--- src/rtl/i2d_pkg.sv ---
package i2d_pkg;

  // result field widths
  localparam int DIGIT_W = 4;
  localparam int COUNT_W = 4;

  // magnitude bits folded into the BCD register per converter cycle
  localparam int STEP_BITS = 4;

  // log10(2) as a ratio, for sizing the BCD register at elaboration
  localparam int LOG2_NUM = 30103;
  localparam int LOG2_DEN = 100000;

  typedef struct packed {
    logic full;
    logic empty;
  } fifo_stat_t;

  // double-dabble correction of one BCD digit before a shift
  function automatic logic [DIGIT_W-1:0] bcd_adj(input logic [DIGIT_W-1:0] d);
    logic [DIGIT_W-1:0] r;
    r = (d >= DIGIT_W'(5)) ? d + DIGIT_W'(3) : d;
    return r;
  endfunction

endpackage

--- src/rtl/integer_to_decimal_digits.sv ---
// integer_to_decimal_digits: signed integer in, decimal digits of its magnitude out.
//
// Input: drive in_value and raise start; the transfer happens at the rising edge
// where start is high and busy is low. busy is high only while the two-entry
// input queue is full.
// Output: one digit per cycle, most significant first, each shown for exactly one
// cycle with out_valid high. Every digit of an item carries out_digit_count, and
// out_last marks the least significant one. Digits of one item come back to back.
// The sign is dropped; zero gives one digit 0; no leading zeros.
// The value goes through the two-entry input queue to the converter, which folds
// 4 magnitude bits per cycle into a BCD register; the emitter then registers each
// digit onto the outputs. Digits stream out while the next item converts.
// The receiver cannot stall; out_valid is never held off.
// Reset (synchronous, rst_n low) empties the queue and drops any item in flight.
module integer_to_decimal_digits #(
  parameter int VALUE_BITS = 32,
  parameter int MAX_DIGITS = 10
) (
  input  logic                          clk,
  input  logic                          rst_n,
  input  logic                          start,
  output logic                          busy,
  input  logic signed [VALUE_BITS-1:0]  in_value,
  output logic                          out_valid,
  output logic [i2d_pkg::DIGIT_W-1:0]   out_digit,
  output logic [i2d_pkg::COUNT_W-1:0]   out_digit_count,
  output logic                          out_last
);

  // digits needed for any VALUE_BITS-bit magnitude
  localparam int BCD_DIGITS = (VALUE_BITS * i2d_pkg::LOG2_NUM) / i2d_pkg::LOG2_DEN + 1;
  localparam int BW         = BCD_DIGITS * i2d_pkg::DIGIT_W;

  i2d_pkg::fifo_stat_t   q_stat;
  logic                  q_push, q_pop;
  logic [VALUE_BITS-1:0] q_wdata, q_rdata;
  logic                  cv_done, em_take;
  logic [BW-1:0]         cv_bcd;

  // front: magnitude and queue write
  i2d_front #(.VALUE_BITS(VALUE_BITS)) u_front (
    .start    (start),
    .busy     (busy),
    .in_value (in_value),
    .q_stat   (q_stat),
    .q_push   (q_push),
    .q_data   (q_wdata)
  );

  i2d_fifo #(.WIDTH(VALUE_BITS)) u_fifo (
    .clk       (clk),
    .rst_n     (rst_n),
    .push      (q_push),
    .push_data (q_wdata),
    .pop       (q_pop),
    .pop_data  (q_rdata),
    .stat      (q_stat)
  );

  // back: iterative binary to BCD, then digit streaming
  i2d_conv #(.VALUE_BITS(VALUE_BITS), .BCD_DIGITS(BCD_DIGITS)) u_conv (
    .clk    (clk),
    .rst_n  (rst_n),
    .q_stat (q_stat),
    .q_data (q_rdata),
    .q_pop  (q_pop),
    .done   (cv_done),
    .bcd    (cv_bcd),
    .take   (em_take)
  );

  i2d_emit #(.BCD_DIGITS(BCD_DIGITS), .MAX_DIGITS(MAX_DIGITS)) u_emit (
    .clk             (clk),
    .rst_n           (rst_n),
    .done            (cv_done),
    .bcd             (cv_bcd),
    .take            (em_take),
    .out_valid       (out_valid),
    .out_digit       (out_digit),
    .out_digit_count (out_digit_count),
    .out_last        (out_last)
  );

  // decimal digits only
  a_digit_range: assert property (@(posedge clk) disable iff (!rst_n)
    out_valid |-> (out_digit <= i2d_pkg::DIGIT_W'(9)))
    else $error("digit out of range");

  // an item's digits stream without gaps
  a_no_gap: assert property (@(posedge clk) disable iff (!rst_n)
    (out_valid && !out_last) |=> out_valid)
    else $error("gap inside an item's digits");

  // digit count constant across one item
  a_count_stable: assert property (@(posedge clk) disable iff (!rst_n)
    (out_valid && !out_last) |=> $stable(out_digit_count))
    else $error("digit count changed within an item");

  // converter hands off only when it has a result
  a_take_done: assert property (@(posedge clk) disable iff (!rst_n)
    em_take |-> cv_done)
    else $error("handoff without converted result");

endmodule

--- src/rtl/i2d_fifo.sv ---
module i2d_fifo #(
  parameter int WIDTH = 32
) (
  input  logic                 clk,
  input  logic                 rst_n,
  input  logic                 push,
  input  logic [WIDTH-1:0]     push_data,
  input  logic                 pop,
  output logic [WIDTH-1:0]     pop_data,
  output i2d_pkg::fifo_stat_t  stat
);

  // two-entry queue between front and converter
  logic [WIDTH-1:0] mem_r [2];
  logic             wp_r, wp_nxt;
  logic             rp_r, rp_nxt;
  logic [1:0]       cnt_r, cnt_nxt;
  logic             do_push, do_pop;

  assign stat.full  = (cnt_r == 2'd2);
  assign stat.empty = (cnt_r == 2'd0);
  assign do_push    = push && !stat.full;
  assign do_pop     = pop && !stat.empty;
  assign pop_data   = mem_r[rp_r];

  always_comb begin
    wp_nxt  = do_push ? ~wp_r : wp_r;
    rp_nxt  = do_pop ? ~rp_r : rp_r;
    cnt_nxt = cnt_r + {1'b0, do_push} - {1'b0, do_pop};
  end

  always_ff @(posedge clk) begin
    if (!rst_n) begin
      wp_r  <= 1'b0;
      rp_r  <= 1'b0;
      cnt_r <= 2'd0;
    end else begin
      wp_r  <= wp_nxt;
      rp_r  <= rp_nxt;
      cnt_r <= cnt_nxt;
    end
  end

  always_ff @(posedge clk) begin
    if (do_push) begin
      mem_r[wp_r] <= push_data;
    end
  end

endmodule

--- src/rtl/i2d_front.sv ---
module i2d_front #(
  parameter int VALUE_BITS = 32
) (
  input  logic                   start,
  output logic                   busy,
  input  logic signed [VALUE_BITS-1:0] in_value,
  input  i2d_pkg::fifo_stat_t    q_stat,
  output logic                   q_push,
  output logic [VALUE_BITS-1:0]  q_data
);

  logic [VALUE_BITS-1:0] raw;

  // sign dropped here; the most negative value wraps to its true magnitude
  assign raw    = in_value;
  assign q_data = raw[VALUE_BITS-1]
                  ? (~raw) + {{(VALUE_BITS-1){1'b0}}, 1'b1}
                  : raw;
  assign busy   = q_stat.full;
  assign q_push = start && !q_stat.full;

endmodule

--- src/rtl/i2d_conv.sv ---
module i2d_conv #(
  parameter int VALUE_BITS = 32,
  parameter int BCD_DIGITS = 10
) (
  input  logic                    clk,
  input  logic                    rst_n,
  input  i2d_pkg::fifo_stat_t     q_stat,
  input  logic [VALUE_BITS-1:0]   q_data,
  output logic                    q_pop,
  output logic                    done,
  output logic [BCD_DIGITS*i2d_pkg::DIGIT_W-1:0] bcd,
  input  logic                    take
);

  localparam int STEPS = (VALUE_BITS + i2d_pkg::STEP_BITS - 1) / i2d_pkg::STEP_BITS;
  localparam int PAD   = STEPS * i2d_pkg::STEP_BITS;
  localparam int BW    = BCD_DIGITS * i2d_pkg::DIGIT_W;
  localparam int SW    = (STEPS > 1) ? $clog2(STEPS) : 1;

  typedef enum logic [2:0] {
    CV_IDLE = 3'b001,
    CV_RUN  = 3'b010,
    CV_HOLD = 3'b100
  } cv_state_t;

  cv_state_t      st_r, st_nxt;
  logic [PAD-1:0] sh_r, sh_nxt;
  logic [BW-1:0]  bcd_r, bcd_nxt;
  logic [SW-1:0]  step_r, step_nxt;
  logic [BW-1:0]  b;
  logic [PAD-1:0] s;
  logic           load;

  // four shift-and-correct steps per cycle; digits are corrected independently
  always_comb begin
    b = bcd_r;
    s = sh_r;
    for (int k = 0; k < i2d_pkg::STEP_BITS; k++) begin
      for (int d = 0; d < BCD_DIGITS; d++) begin
        b[d*i2d_pkg::DIGIT_W +: i2d_pkg::DIGIT_W] =
          i2d_pkg::bcd_adj(b[d*i2d_pkg::DIGIT_W +: i2d_pkg::DIGIT_W]);
      end
      {b, s} = {b[BW-2:0], s, 1'b0};
    end
  end

  assign load  = !q_stat.empty && ((st_r == CV_IDLE) || ((st_r == CV_HOLD) && take));
  assign q_pop = load;
  assign done  = (st_r == CV_HOLD);
  assign bcd   = bcd_r;

  always_comb begin
    st_nxt   = st_r;
    sh_nxt   = sh_r;
    bcd_nxt  = bcd_r;
    step_nxt = step_r;
    unique case (st_r)
      CV_IDLE: begin
      end
      CV_RUN: begin
        sh_nxt   = s;
        bcd_nxt  = b;
        step_nxt = step_r - SW'(1);
        if (step_r == '0) begin
          st_nxt = CV_HOLD;
        end
      end
      CV_HOLD: begin
        if (take) begin
          st_nxt = CV_IDLE;
        end
      end
      default: st_nxt = CV_IDLE;
    endcase
    if (load) begin
      st_nxt   = CV_RUN;
      sh_nxt   = PAD'(q_data);
      bcd_nxt  = '0;
      step_nxt = SW'(STEPS - 1);
    end
  end

  always_ff @(posedge clk) begin
    if (!rst_n) begin
      st_r <= CV_IDLE;
    end else begin
      st_r <= st_nxt;
    end
  end

  always_ff @(posedge clk) begin
    sh_r   <= sh_nxt;
    bcd_r  <= bcd_nxt;
    step_r <= step_nxt;
  end

endmodule

--- src/rtl/i2d_emit.sv ---
module i2d_emit #(
  parameter int BCD_DIGITS = 10,
  parameter int MAX_DIGITS = 10
) (
  input  logic                               clk,
  input  logic                               rst_n,
  input  logic                               done,
  input  logic [BCD_DIGITS*i2d_pkg::DIGIT_W-1:0] bcd,
  output logic                               take,
  output logic                               out_valid,
  output logic [i2d_pkg::DIGIT_W-1:0]        out_digit,
  output logic [i2d_pkg::COUNT_W-1:0]        out_digit_count,
  output logic                               out_last
);

  localparam int BW  = BCD_DIGITS * i2d_pkg::DIGIT_W;
  localparam int CW  = $clog2(BCD_DIGITS + 1);
  localparam int IW  = $clog2(BCD_DIGITS);
  localparam int LIM = (MAX_DIGITS < BCD_DIGITS) ? MAX_DIGITS : BCD_DIGITS;

  logic [BW-1:0]  dig_r, dig_nxt;
  logic [IW-1:0]  idx_r, idx_nxt;
  logic [CW-1:0]  n_r, n_nxt;
  logic           act_r, act_nxt;
  logic           ov_r, ov_nxt;
  logic [i2d_pkg::DIGIT_W-1:0] od_r, od_nxt;
  logic [i2d_pkg::COUNT_W-1:0] oc_r, oc_nxt;
  logic           ol_r, ol_nxt;
  logic [CW-1:0]  cnt, ncl;

  // digit count: position of the highest nonzero digit, at least one
  always_comb begin
    cnt = CW'(1);
    for (int d = 1; d < BCD_DIGITS; d++) begin
      if (bcd[d*i2d_pkg::DIGIT_W +: i2d_pkg::DIGIT_W] != '0) begin
        cnt = CW'(d + 1);
      end
    end
    ncl = (cnt > CW'(LIM)) ? CW'(LIM) : cnt;
  end

  assign take = done && (!act_r || (idx_r == '0));

  always_comb begin
    dig_nxt = dig_r;
    idx_nxt = idx_r;
    n_nxt   = n_r;
    act_nxt = act_r;
    ov_nxt  = 1'b0;
    od_nxt  = od_r;
    oc_nxt  = oc_r;
    ol_nxt  = 1'b0;
    if (act_r) begin
      ov_nxt  = 1'b1;
      od_nxt  = dig_r[idx_r*i2d_pkg::DIGIT_W +: i2d_pkg::DIGIT_W];
      oc_nxt  = i2d_pkg::COUNT_W'(n_r);
      ol_nxt  = (idx_r == '0);
      idx_nxt = idx_r - IW'(1);
      if (idx_r == '0) begin
        act_nxt = 1'b0;
      end
    end
    if (take) begin
      dig_nxt = bcd;
      n_nxt   = ncl;
      idx_nxt = IW'(ncl - CW'(1));
      act_nxt = 1'b1;
    end
  end

  always_ff @(posedge clk) begin
    if (!rst_n) begin
      act_r <= 1'b0;
      ov_r  <= 1'b0;
    end else begin
      act_r <= act_nxt;
      ov_r  <= ov_nxt;
    end
  end

  always_ff @(posedge clk) begin
    dig_r <= dig_nxt;
    idx_r <= idx_nxt;
    n_r   <= n_nxt;
    od_r  <= od_nxt;
    oc_r  <= oc_nxt;
    ol_r  <= ol_nxt;
  end

  assign out_valid       = ov_r;
  assign out_digit       = od_r;
  assign out_digit_count = oc_r;
  assign out_last        = ol_r;

endmodule

--- config.mk ---
export PLATFORM = sky130hd
export DESIGN_NAME = integer_to_decimal_digits
export DESIGN_NICKNAME = d
export VERILOG_FILES = /design/src/rtl/i2d_pkg.sv /design/src/rtl/integer_to_decimal_digits.sv /design/src/rtl/i2d_fifo.sv /design/src/rtl/i2d_front.sv /design/src/rtl/i2d_conv.sv /design/src/rtl/i2d_emit.sv
export SDC_FILE = /design/constraint.sdc
export NUM_CORES = 1
export LEC_CHECK = 0
export ABC_AREA = 1
export BUFFER_PORTS_ARGS = -buffer_cell sky130_fd_sc_hd__buf_2
export CORE_MARGIN = 3
export CORE_UTILIZATION = 30
export CTS_BUF_LIST = sky130_fd_sc_hd__clkbuf_8
export CTS_CLUSTER_DIAMETER = 80
export DETAILED_ROUTE_END_ITERATION = 10
export RECOVER_POWER = 100
export SETUP_SLACK_MARGIN = 0.1
export SYNTH_ARGS = -nofsm -noshare
export SYNTH_HDL_FRONTEND = slang
export SYNTH_HIERARCHICAL = 1
export SYNTH_SLANG_ARGS = --single-unit
--- constraint.sdc ---
create_clock -name clk -period 4.9 [get_ports clk]
set_clock_uncertainty 0.1 [all_clocks]
set_input_delay 0.98 -clock clk [delete_from_list [all_inputs] [get_ports clk]]
set_output_delay 0.98 -clock clk [all_outputs]
set_load 0.005 [all_outputs]
==> results by group, run 1 <==
Yosys
  • Post-Syn Instances: 1671
  • Sequential share of the synthesized area: 42.36%
  • Synth Flop Type: edfxtp_1
  • Asr flop ratio synth: 0%
  • EDFF count, synth: 152
  • Mapped Nets: 1751
  • Yosys cell types: 49
  • Yosys reg bits: 206
  • Avg Inst Size Synth: 7.975 µm²
  • Netlist Area Pre-Place: 0.01333 mm²
  • Synth warn: 6

Floorplan
  • Die area: 0.04699 mm²
  • I/O pins: 46
  • # rows: 76
  • Chip width: 216.8 µm
  • Die Ht: 216.8 µm
  • Starting Density: 30.67%
  • Core Box Area: 0.04346 mm²

Power and ir drop
  • VDD IR max: 0.2824 mV
  • Static Leakage: 7.407 nW
  • Cell area power density: 475.3 mW/mm²
  • Tot Pwr: 0.007021 W

Clock tree
  • Clock transition at path regs: 60 ps
  • Max Buffers Root-to-Sink: 3
  • Root Driver: clkbuf_8
  • Post-CTS Setup Inserts: 0
  • Number of H-tree levels: 2
  • Worst skew pair latency: 520 ps
  • CTS Buf Count: 37
  • Clock Sinks: 206
  • Hold-fix buffers, CTS: 0
  • # resized after CTS: 0
  • TritonCTS clock tree: yes

STA
  • Period minus WS final: 3886 ps
  • Setup TNS: 0 ps
  • Max-slew headroom: -21.20%
  • WHS: 318.4 ps
  • Tightest Pin Transition: 1818 ps
  • RSZ-0062 raised after global routing: no
  • Final setup vio count: 0
  • Highest clock rate: 257.4 MHz
  • Fin. max-slew vios: 66
  • Tcrit/Tclk final: 79.30%
  • Fin. Hold Viols: 0

Critical path
  • CP Capture Type: flip-flop
  • Worst-path maximum fanout: 50
  • Req. time, crit path: 5180 ps
  • CP startpoint kind: flip-flop
  • Crit path DAT: 4170 ps
  • Crit path kind: flip-flop to flip-flop

Placement
  • Final Wtd Congestion: 0.8504
  • Hpwl dp: 21050 µm
  • Buffers on Ports: 45

Drt
  • Antenna viol nets, final: 0
  • Post-route DRC violation count: 0
  • Drt wl/cell: 11.94 µm
  • WL final: 28010 µm
  • Initial drt markers: 534
  • Vias per Instance: 4.554
  • Drt pass-1 iters: 8
  • Vias: 10680

Cells and area
  • Share of post-route cells with drive strength above 1: 15.79%
  • Final core area utilization: 34.00%
  • Area grow syn2layout: 10.86%
  • Most frequent cells in the layout: nand2_1, inv_1, edfxtp_1
  • Most common library cell in the layout ignoring fill and taps: nand2_1
  • Nets@finish: 1813
  • N_diodes: 0

GRT
  • Global-route wire length before repair: 48310 µm
  • Total Routing Usage GR: 12.08%
  • Largest net degree at the start of global routing: 51
  • Gr ovfl total: 0
  • Vias in the first global route: 10210
  • Antenna violations before repair: 0

Worst hold path
  • HP Class: flip-flop to flip-flop

Run status
  • Failing checks: capacitance limit, slew limit
  • Status: complete, but fails checks

Run
  • Max cap viols: 2
[cell type report]
cell class / count / area [µm²]
inverters: 215 / 815.8
well taps: 585 / 732.0
repair buffers: 52 / 254.0
flip-flops and latches: 206 / 5647
clock buffers: 41 / 564.3
fillers: 4528 / 28680
multi-input cells: 1221 / 6586
clock inverters: 26 / 175.2
[power breakdown]
| part | total, W | leakage, nW | internal [W] | switching (W) |
|---|---|---|---|---|
| combinational | 0.00285 | 5.15 | 0.000969 | 0.00188 |
| sequential | 0.00259 | 1.85 | 0.00238 | 0.000204 |
| clock | 0.00158 | 0.406 | 0.000884 | 0.000700 |
[worst paths after layout]
path / from / end / slack (ps) / depth (start not counted)
setup reg to reg: u_emit/idx_r[0] / u_conv/bcd[11] / 1010 / 12
hold reg to reg: u_emit/n_r[0] / u_emit/out_digit_count[0] / 320 / 0
hold / removal: u_emit/n_r[0] / u_emit/out_digit_count[0] / 320 / 0
setup / recovery: u_emit/idx_r[0] / u_conv/bcd[11] / 1010 / 12
[state kept, by name, summed over array words and instances, names as in the netlist, named ones only]
name                    cells
u_fifo/mem_r               64
u_conv/bcd                 40
u_emit/dig_r               40
u_conv/sh_r                32
u_emit/idx_r                4
u_emit/n_r                  4
u_emit/out_digit            4
u_emit/out_digit_count      4
u_conv/st_r                 3
u_conv/step_r               3
u_fifo/cnt_r                2
u_emit/act_r                1
u_emit/out_last             1
u_emit/out_valid            1
u_fifo/rp_r                 1
u_fifo/wp_r                 1
[synthesized netlist by cell type, types with 10 or more instances]
master      n  area share (%)
nand3_2    27             2.0
nand2_2    66             3.1
nand2_4    19             1.6
inv_1     200             5.6
dfxtp_1    54             8.1
edfxtp_1  152              34
mux2_4     30             3.4
nor2_1    108             3.0
o22ai_1    16            0.75
nand2_1   571              16
clkbuf_1   10            0.28
ha_1       45             4.2
nand4_1    33             1.5
inv_2      10            0.28
nand3_1   133             5.0
a21o_1     10            0.56
o21ai_0    47             1.8
o21ai_1    12            0.45
[critical path: stages (launching register included)]
cell and delay [ps]:
edfxtp_1 620, clkinvlp_2 440, nand3_1 180, nand2_2 90
nand2_1 170, inv_6 420, nand3_1 130, nand2_1 90
buf_4 310, nor2_1 120, inv_2 670, buf_4 290
o22ai_1 80
[layer usage]
metal  vias up  wire length, µm  part of all wire [%]  GRT usage [%]
met5         -                0                     0              0
met4         0              473                   1.7          2.955
met3        40             1198                   4.3          1.969
met2       183            12640                    45          19.86
met1      4885            13700                    49          16.67
li1       5576                -                     -              -
[logic make-up after synthesis]
kind of cell | count (synthesis) | synth area share (%)
fa+ha+maj | 45 | 4.225
simple gates | 1004 | 35.30
compound gates | 122 | 5.605
flops | 206 | 42.36
mux | 32 | 3.549
xor+xnor | 18 | 1.183
buf+inv | 244 | 7.774
[metrics by stage]
| step | instances | worst slack, ps | cell area [µm²] |
|---|---|---|---|
| after global placement | 2279 | 1465 | 14130 |
| after detailed placement | 2279 | 1338 | 14130 |
| final | 2346 | 1014 | 14770 |
| after floorplan | 1671 | 1650 | 13330 |
| after CTS | 2346 | 1341 | 14870 |
| after global routing | 2346 | 546.5 | 14770 |
Power figures use the tool's default switching activity.
==> inputs of run 2 (changes only) <==
Clock period 4.9 ns to 3.2 ns, I/O delays scaled along.
==> results by group, run 2 (synthesis gave the netlist of run 1 again) <==
Critical path
  • R2R Path End: u_conv/bcd[38] (was u_conv/bcd[11])
  • FF-to-FF path depth: 27 (was 12)
  • Req. time, crit path: 3590 ps (was 5180 ps)
  • Flop-to-flop setup slack: 80 ps (was 1010 ps)
  • Crit path DAT: 3510 ps (was 4170 ps)
  • Most used cell, CP: nand2_2
  • Largest stage delay on the critical path: 360 ps (was 670 ps)
  • R2R Path Start: u_conv/bcd[33] (was u_emit/idx_r[0])
  • CP startpoint kind: flip-flop (unchanged)
  • CP Capture Type: flip-flop (unchanged)
  • Slowest-stage cell, CP: dfxtp_2 (was inv_2)
  • Worst-path maximum fanout: 4 (was 50)
  • WP buf/inv: 4 (was 5)
  • Worst path top cell family by delay: simple AND/OR/NAND/NOR gates (was buffers and inverters)
  • Crit path kind: flip-flop to flip-flop (unchanged)

GRT
  • Global-route wire length before repair: 48350 µm (was 48310 µm)
  • Largest net degree at the start of global routing: 44 (was 51)
  • Antenna violations before repair: 0 (unchanged)
  • Gr ovfl total: 0 (unchanged)
  • Vias in the first global route: 10300 (was 10210)
  • Total Routing Usage GR: 12.18% (was 12.08%)

STA
  • Fin. max-slew vios: 0 (was 66)
  • WHS: 306.6 ps (was 318.4 ps)
  • Tcrit/Tclk final: 97.63% (was 79.30%)
  • Max-slew headroom: 28.21% (was -21.20%)
  • Highest clock rate: 320.1 MHz (was 257.4 MHz)
  • Final setup vio count: 0 (unchanged)
  • Period minus WS final: 3124 ps (was 3886 ps)
  • RSZ-0062 raised after global routing: yes (was no)
  • Fin. Hold Viols: 0 (unchanged)
  • Tightest Pin Transition: 1077 ps (was 1818 ps)

Clock tree
  • Clock Sinks: 206 (unchanged)
  • TritonCTS clock tree: yes (unchanged)
  • Worst skew pair latency: 540 ps (was 520 ps)
  • Number of H-tree levels: 2 (unchanged)
  • Root Driver: clkbuf_8 (unchanged)
  • Hold-fix buffers, CTS: 0 (unchanged)
  • CTS Buf Count: 38 (was 37)
  • Clock transition at path regs: 60 ps (about the same)
  • Max Buffers Root-to-Sink: 3 (unchanged)

Cells and area
  • Final Instance Area: 0.01579 mm² (was 0.01477 mm²)
  • Final core area utilization: 36.33% (was 34.00%)
  • Share of post-route cells with drive strength above 1: 25.66% (was 15.79%)
  • N_diodes: 0 (unchanged)
  • Max reg flops: 64 (unchanged)
  • Most frequent cells in the layout: nand2_1, inv_1, edfxtp_1 (unchanged)
  • Multi-input logic area: 0.007111 mm² (was 0.006586 mm²)
  • Nets@finish: 1884 (was 1813)
  • Area grow syn2layout: 18.48% (was 10.86%)
  • Register Area: 0.005663 mm² (was 0.005647 mm²)
  • Most common library cell in the layout ignoring fill and taps: nand2_1 (unchanged)
  • Largest Register: u_fifo/mem_r (unchanged)
  • Fill count: 4449 (was 4528)
  • Post-route non-filler standard cell count: 2417 (was 2346)

Power and ir drop
  • VDD IR max: 0.4111 mV (was 0.2824 mV)
  • Tot Pwr: 0.01093 W (was 0.007021 W)
  • Static Leakage: 7.902 nW (was 7.407 nW)
  • Cell area power density: 692.1 mW/mm² (was 475.3 mW/mm²)

Worst hold path
  • HP Class: input port to flip-flop (was flip-flop to flip-flop)
  • WHS Path Cells: 1 (was 0)
  • HP Start: in_value[0] (was u_emit/n_r[0])
  • WHS Endpoint: u_fifo/mem_r[0][0] (was u_emit/out_digit_count[0])

Placement
  • Buffers on Ports: 45 (unchanged)
  • Placed Area: 0.01431 mm² (was 0.01413 mm²)
  • Final Wtd Congestion: 0.8335 (was 0.8504)
  • Hpwl dp: 21140 µm (was 21050 µm)
  • Cells after DPL: 2301 (was 2279)

Floorplan
  • Starting Density: 30.67% (unchanged)
  • Core Box Area: 0.04346 mm² (unchanged)
  • Die Ht: 216.8 µm (unchanged)
  • Die area: 0.04699 mm² (unchanged)
  • Chip width: 216.8 µm (unchanged)
  • I/O pins: 46 (unchanged)
  • # rows: 76 (unchanged)

Drt
  • Initial drt markers: 562 (was 534)
  • Drt pass-1 iters: 5 (was 8)
  • Drt wl/cell: 12.39 µm (was 11.94 µm)
  • Vias per Instance: 4.578 (was 4.554)
  • Antenna viol nets, final: 0 (unchanged)
  • WL final: 29940 µm (was 28010 µm)
  • Post-route DRC violation count: 0 (unchanged)
  • Vias: 11070 (was 10680)

Run
  • Max cap viols: 0 (was 2)

Run status
  • Status: complete, no violations (was complete, but fails checks)
run 2: stage by stage:
step                setup TNS (ps)  setup WS (ps)
floorplan                        0          116.9
global placement                 0          44.97
detailed placement          -242.4         -124.5
CTS                              0          114.5
global route                -108.1         -27.60
finish                           0          75.83
run 2: timing repair:
item	in CTS	in global routing
resized for setup	32	154
setup endpoints to repair	14	38
gates cloned	0	0
buffers inserted	8	40
pin swaps	14	61
run 2: layout make-up:
| cell class | instances | share of cell area, % |
|---|---|---|
| Clock inverter | 27 | 0.7528 |
| Inverter | 215 | 5.222 |
| Tap cell | 585 | 4.636 |
| Multi-Input combinational cell | 1221 | 45.04 |
| Clock buffer | 41 | 3.574 |
| Timing Repair Buffer | 122 | 4.913 |
| Sequential cell | 206 | 35.87 |
run 2: worst register-to-register path: cells and delay by family (launching register included):
| family | cells | cell delay, ps |
|---|---|---|
| fa+ha+maj | 4 | 650 |
| buf+inv | 4 | 190 |
| flops | 1 | 360 |
| simple gates | 19 | 1740 |
run 2: worst max-delay path by stage:
stage,start,end,cells past startpoint
2_1_floorplan,u_conv/bcd[37],u_conv/bcd[37],26
3_3_place_gp,u_conv/bcd[36],u_conv/bcd[37],26
3_5_place_dp,u_conv/bcd[36],u_conv/bcd[38],27
4_1_cts,u_conv/bcd[24],u_conv/bcd[29],26
5_1_grt,u_conv/bcd[37],u_conv/bcd[38],29
6_report,u_conv/bcd[33],u_conv/bcd[38],27
run 2: where the power goes:
| part | internal [W] | total (W) | leakage, nW | switching [W] |
|---|---|---|---|---|
| clock network | 0.00119 | 0.00226 | 0.407 | 0.00108 |
| logic | 0.00166 | 0.00475 | 5.64 | 0.00309 |
| registers | 0.00365 | 0.00392 | 1.85 | 0.000271 |
| total | 0.00649 | 0.0109 | 7.90 | 0.00444 |
run 2: per-layer routing:
layer / up-vias / GRT usage (%) / wire, µm
met1: 5109 / 15.73 / 13860
met5: - / 0 / 0
met3: 38 / 2.192 / 1331
met4: 0 / 3.130 / 486
li1: 5722 / - / -
met2: 196 / 21.06 / 14270
==> inputs of run 3 (changes only) <==
Settings changed: CORE_MARGIN 3 to default.
==> results by group, run 3 (synthesis gave the netlist of run 1 again) <==
Cells and area
  • Most frequent cells in the layout: nand2_1, inv_1, edfxtp_1 (unchanged)
  • Largest Register: u_fifo/mem_r (unchanged)
  • Final Instance Area: 0.01615 mm² (was 0.01579 mm²)
  • Area grow syn2layout: 21.16% (was 18.48%)
  • Share of post-route cells with drive strength above 1: 27.15% (was 25.66%)
  • Nets@finish: 1877 (was 1884)
  • N_diodes: 0 (unchanged)
  • Max reg flops: 64 (unchanged)
  • Most common library cell in the layout ignoring fill and taps: nand2_1 (unchanged)
  • Fill count: 4403 (was 4449)

Clock tree
  • Clock transition at path regs: 60 ps (about the same)
  • Number of H-tree levels: 2 (unchanged)
  • Hold-fix buffers, CTS: 0 (unchanged)
  • Worst skew pair latency: 550 ps (was 540 ps)
  • TritonCTS clock tree: yes (unchanged)
  • Clock Sinks: 206 (unchanged)
  • CTS Buf Count: 38 (unchanged)
  • Root Driver: clkbuf_8 (unchanged)
  • Max Buffers Root-to-Sink: 3 (unchanged)

Critical path
  • Worst-path maximum fanout: 5 (was 4)
  • FF-to-FF path depth: 25 (was 27)
  • CP Capture Point: u_conv/bcd[37] (was u_conv/bcd[38])
  • Crit. Startpoint: u_conv/bcd[28] (was u_conv/bcd[33])
  • Largest stage delay on the critical path: 360 ps (about the same)
  • R2R Path Start: u_conv/bcd[28] (was u_conv/bcd[33])
  • Worst path top cell family by delay: simple AND/OR/NAND/NOR gates (unchanged)
  • Crit path DAT: 3420 ps (was 3510 ps)
  • CP Capture Type: flip-flop (unchanged)
  • WP buf/inv: 5 (was 4)
  • CP startpoint kind: flip-flop (unchanged)
  • Stages on worst setup path: 25 (was 27)
  • Most used cell, CP: nand3_4 (was nand2_2)
  • R2R Path End: u_conv/bcd[37] (was u_conv/bcd[38])
  • Flop-to-flop setup slack: 170 ps (was 80 ps)
  • Slowest-stage cell, CP: dfxtp_4 (was dfxtp_2)
  • Crit path kind: flip-flop to flip-flop (unchanged)
  • Req. time, crit path: 3590 ps (about the same)

Placement
  • Buffers on Ports: 45 (unchanged)
  • Placed Area: 0.01431 mm² (unchanged)
  • Final Wtd Congestion: 0.8334 (was 0.8335)
  • Hpwl dp: 20950 µm (was 21140 µm)
  • Setup WS pre-CTS: -176.1 ps (was -124.5 ps)

STA
  • RSZ-0062 raised after global routing: yes (unchanged)
  • Period minus WS final: 3030 ps (was 3124 ps)
  • Tcrit/Tclk final: 94.70% (was 97.63%)
  • Max-slew headroom: 55.54% (was 28.21%)
  • Highest clock rate: 330.0 MHz (was 320.1 MHz)
  • Tightest Pin Transition: 666.9 ps (was 1077 ps)
  • Setup TNS: 0 ps (unchanged)
  • Fin. Hold Viols: 0 (unchanged)
  • Worst setup margin: 169.6 ps (was 75.83 ps)
  • Final setup vio count: 0 (unchanged)
  • Fin. max-slew vios: 0 (unchanged)

Power and ir drop
  • Power share of the sequential group: 33.9% (was 35.8%)
  • Static Leakage: 8.024 nW (was 7.902 nW)
  • Clock share of power: 24.8% (was 20.7%)
  • Internal power: 0.007064 W (was 0.006491 W)
  • Sw Pwr: 0.004483 W (was 0.004437 W)
  • VDD IR max: 0.3829 mV (was 0.4111 mV)
  • Switch share: 38.83% (was 40.60%)
  • Logic pwr share: 41.3% (was 43.5%)
  • Cell area power density: 715.1 mW/mm² (was 692.1 mW/mm²)

Floorplan
  • Starting Density: 30.67% (unchanged)
  • Core Box Area: 0.04346 mm² (unchanged)
  • Die Ht: 212.8 µm (was 216.8 µm)
  • Chip width: 212.8 µm (was 216.8 µm)
  • I/O pins: 46 (unchanged)
  • Die area: 0.04527 mm² (was 0.04699 mm²)
  • # rows: 76 (unchanged)

GRT
  • Total Routing Usage GR: 12.79% (was 12.18%)
  • Gr ovfl total: 0 (unchanged)
  • Vias in the first global route: 10430 (was 10300)
  • Global-route wire length before repair: 47670 µm (was 48350 µm)
  • Largest net degree at the start of global routing: 44 (unchanged)
  • Antenna violations before repair: 0 (unchanged)

Drt
  • Vias: 10990 (was 11070)
  • Initial drt markers: 523 (was 562)
  • Routed length on met1: 13800 µm (was 13860 µm)
  • Met2 routed WL: 13950 µm (was 14270 µm)
  • Vias per Instance: 4.558 (was 4.578)
  • Top sig layer: met4 (unchanged)
  • Drt pass-1 iters: 5 (unchanged)
  • Antenna viol nets, final: 0 (unchanged)
  • WL final: 29350 µm (was 29940 µm)
  • Post-route DRC violation count: 0 (unchanged)
  • Met3 wire length: 1018 µm (was 1331 µm)
  • Drt wl/cell: 12.17 µm (was 12.39 µm)

Worst hold path
  • HP Class: input port to flip-flop (unchanged)

Run status
  • Status: complete, no violations (unchanged)

Run
  • Max cap viols: 0 (unchanged)
[run 3: how the worst min path moves through the flow]
stage	startpoint	endpoint	slack, ps	depth (start not counted)
6_report	in_value[0]	u_fifo/mem_r[0][0]	300	1
5_1_grt	in_value[0]	u_fifo/mem_r[1][0]	290	1
4_1_cts	in_value[0]	u_fifo/mem_r[0][0]	210	1
3_5_place_dp	u_emit/n_r[3]	u_emit/out_digit_count[3]	310	0
3_3_place_gp	u_emit/n_r[3]	u_emit/out_digit_count[3]	300	0
2_1_floorplan	u_emit/n_r[0]	u_emit/out_digit_count[0]	300	0
[run 3: power by group through the flow]
stage                     registers (W)  clock network [W]  logic, W
after floorplan                 0.00386                  0   0.00359
after global placement          0.00395                  0   0.00437
after detailed placement        0.00397                  0   0.00449
after CTS                       0.00392            0.00294   0.00452
after global routing            0.00398            0.00305   0.00547
final                           0.00392            0.00286   0.00477
[run 3: final cells by class]
type	count	area [µm²]	area share (%)
sequential	206	5665	35.09
inverter	215	834.6	5.169
timing repair buffer	115	762.0	4.719
clock buffer	43	591.8	3.665
clock inverter	27	282.8	1.751
tap	585	732.0	4.533
multi-input combinational	1221	7278	45.08
[run 3: metrics by stage]
stage | hold slack [ps] | utilization [%] | total power [W] | std cells
2_1_floorplan | 300.3 | - | 0.007446 | 1671
3_3_place_gp | 304.8 | 32.92 | 0.008322 | 2301
3_5_place_dp | 308.1 | 32.92 | 0.008464 | 2301
4_1_cts | 212.3 | 35.24 | 0.01138 | 2378
5_1_grt | 293.7 | 37.16 | 0.01251 | 2412
6_report | 295.5 | 37.16 | 0.01155 | 2412
[run 3: repair_timing]
action,CTS,global route
hold endpoints to repair,0,0
setup buffers,7,34
gates resized for setup,25,175
gates cloned,0,0
endpoints found under the setup margin,11,35
pin swaps,8,55
[run 3: per-layer routing]
metal	vias up	GRT usage (%)
li1	5717	-
met1	5058	16.32
met2	173	22.11
met3	45	2.015
met4	0	3.845
met5	-	0
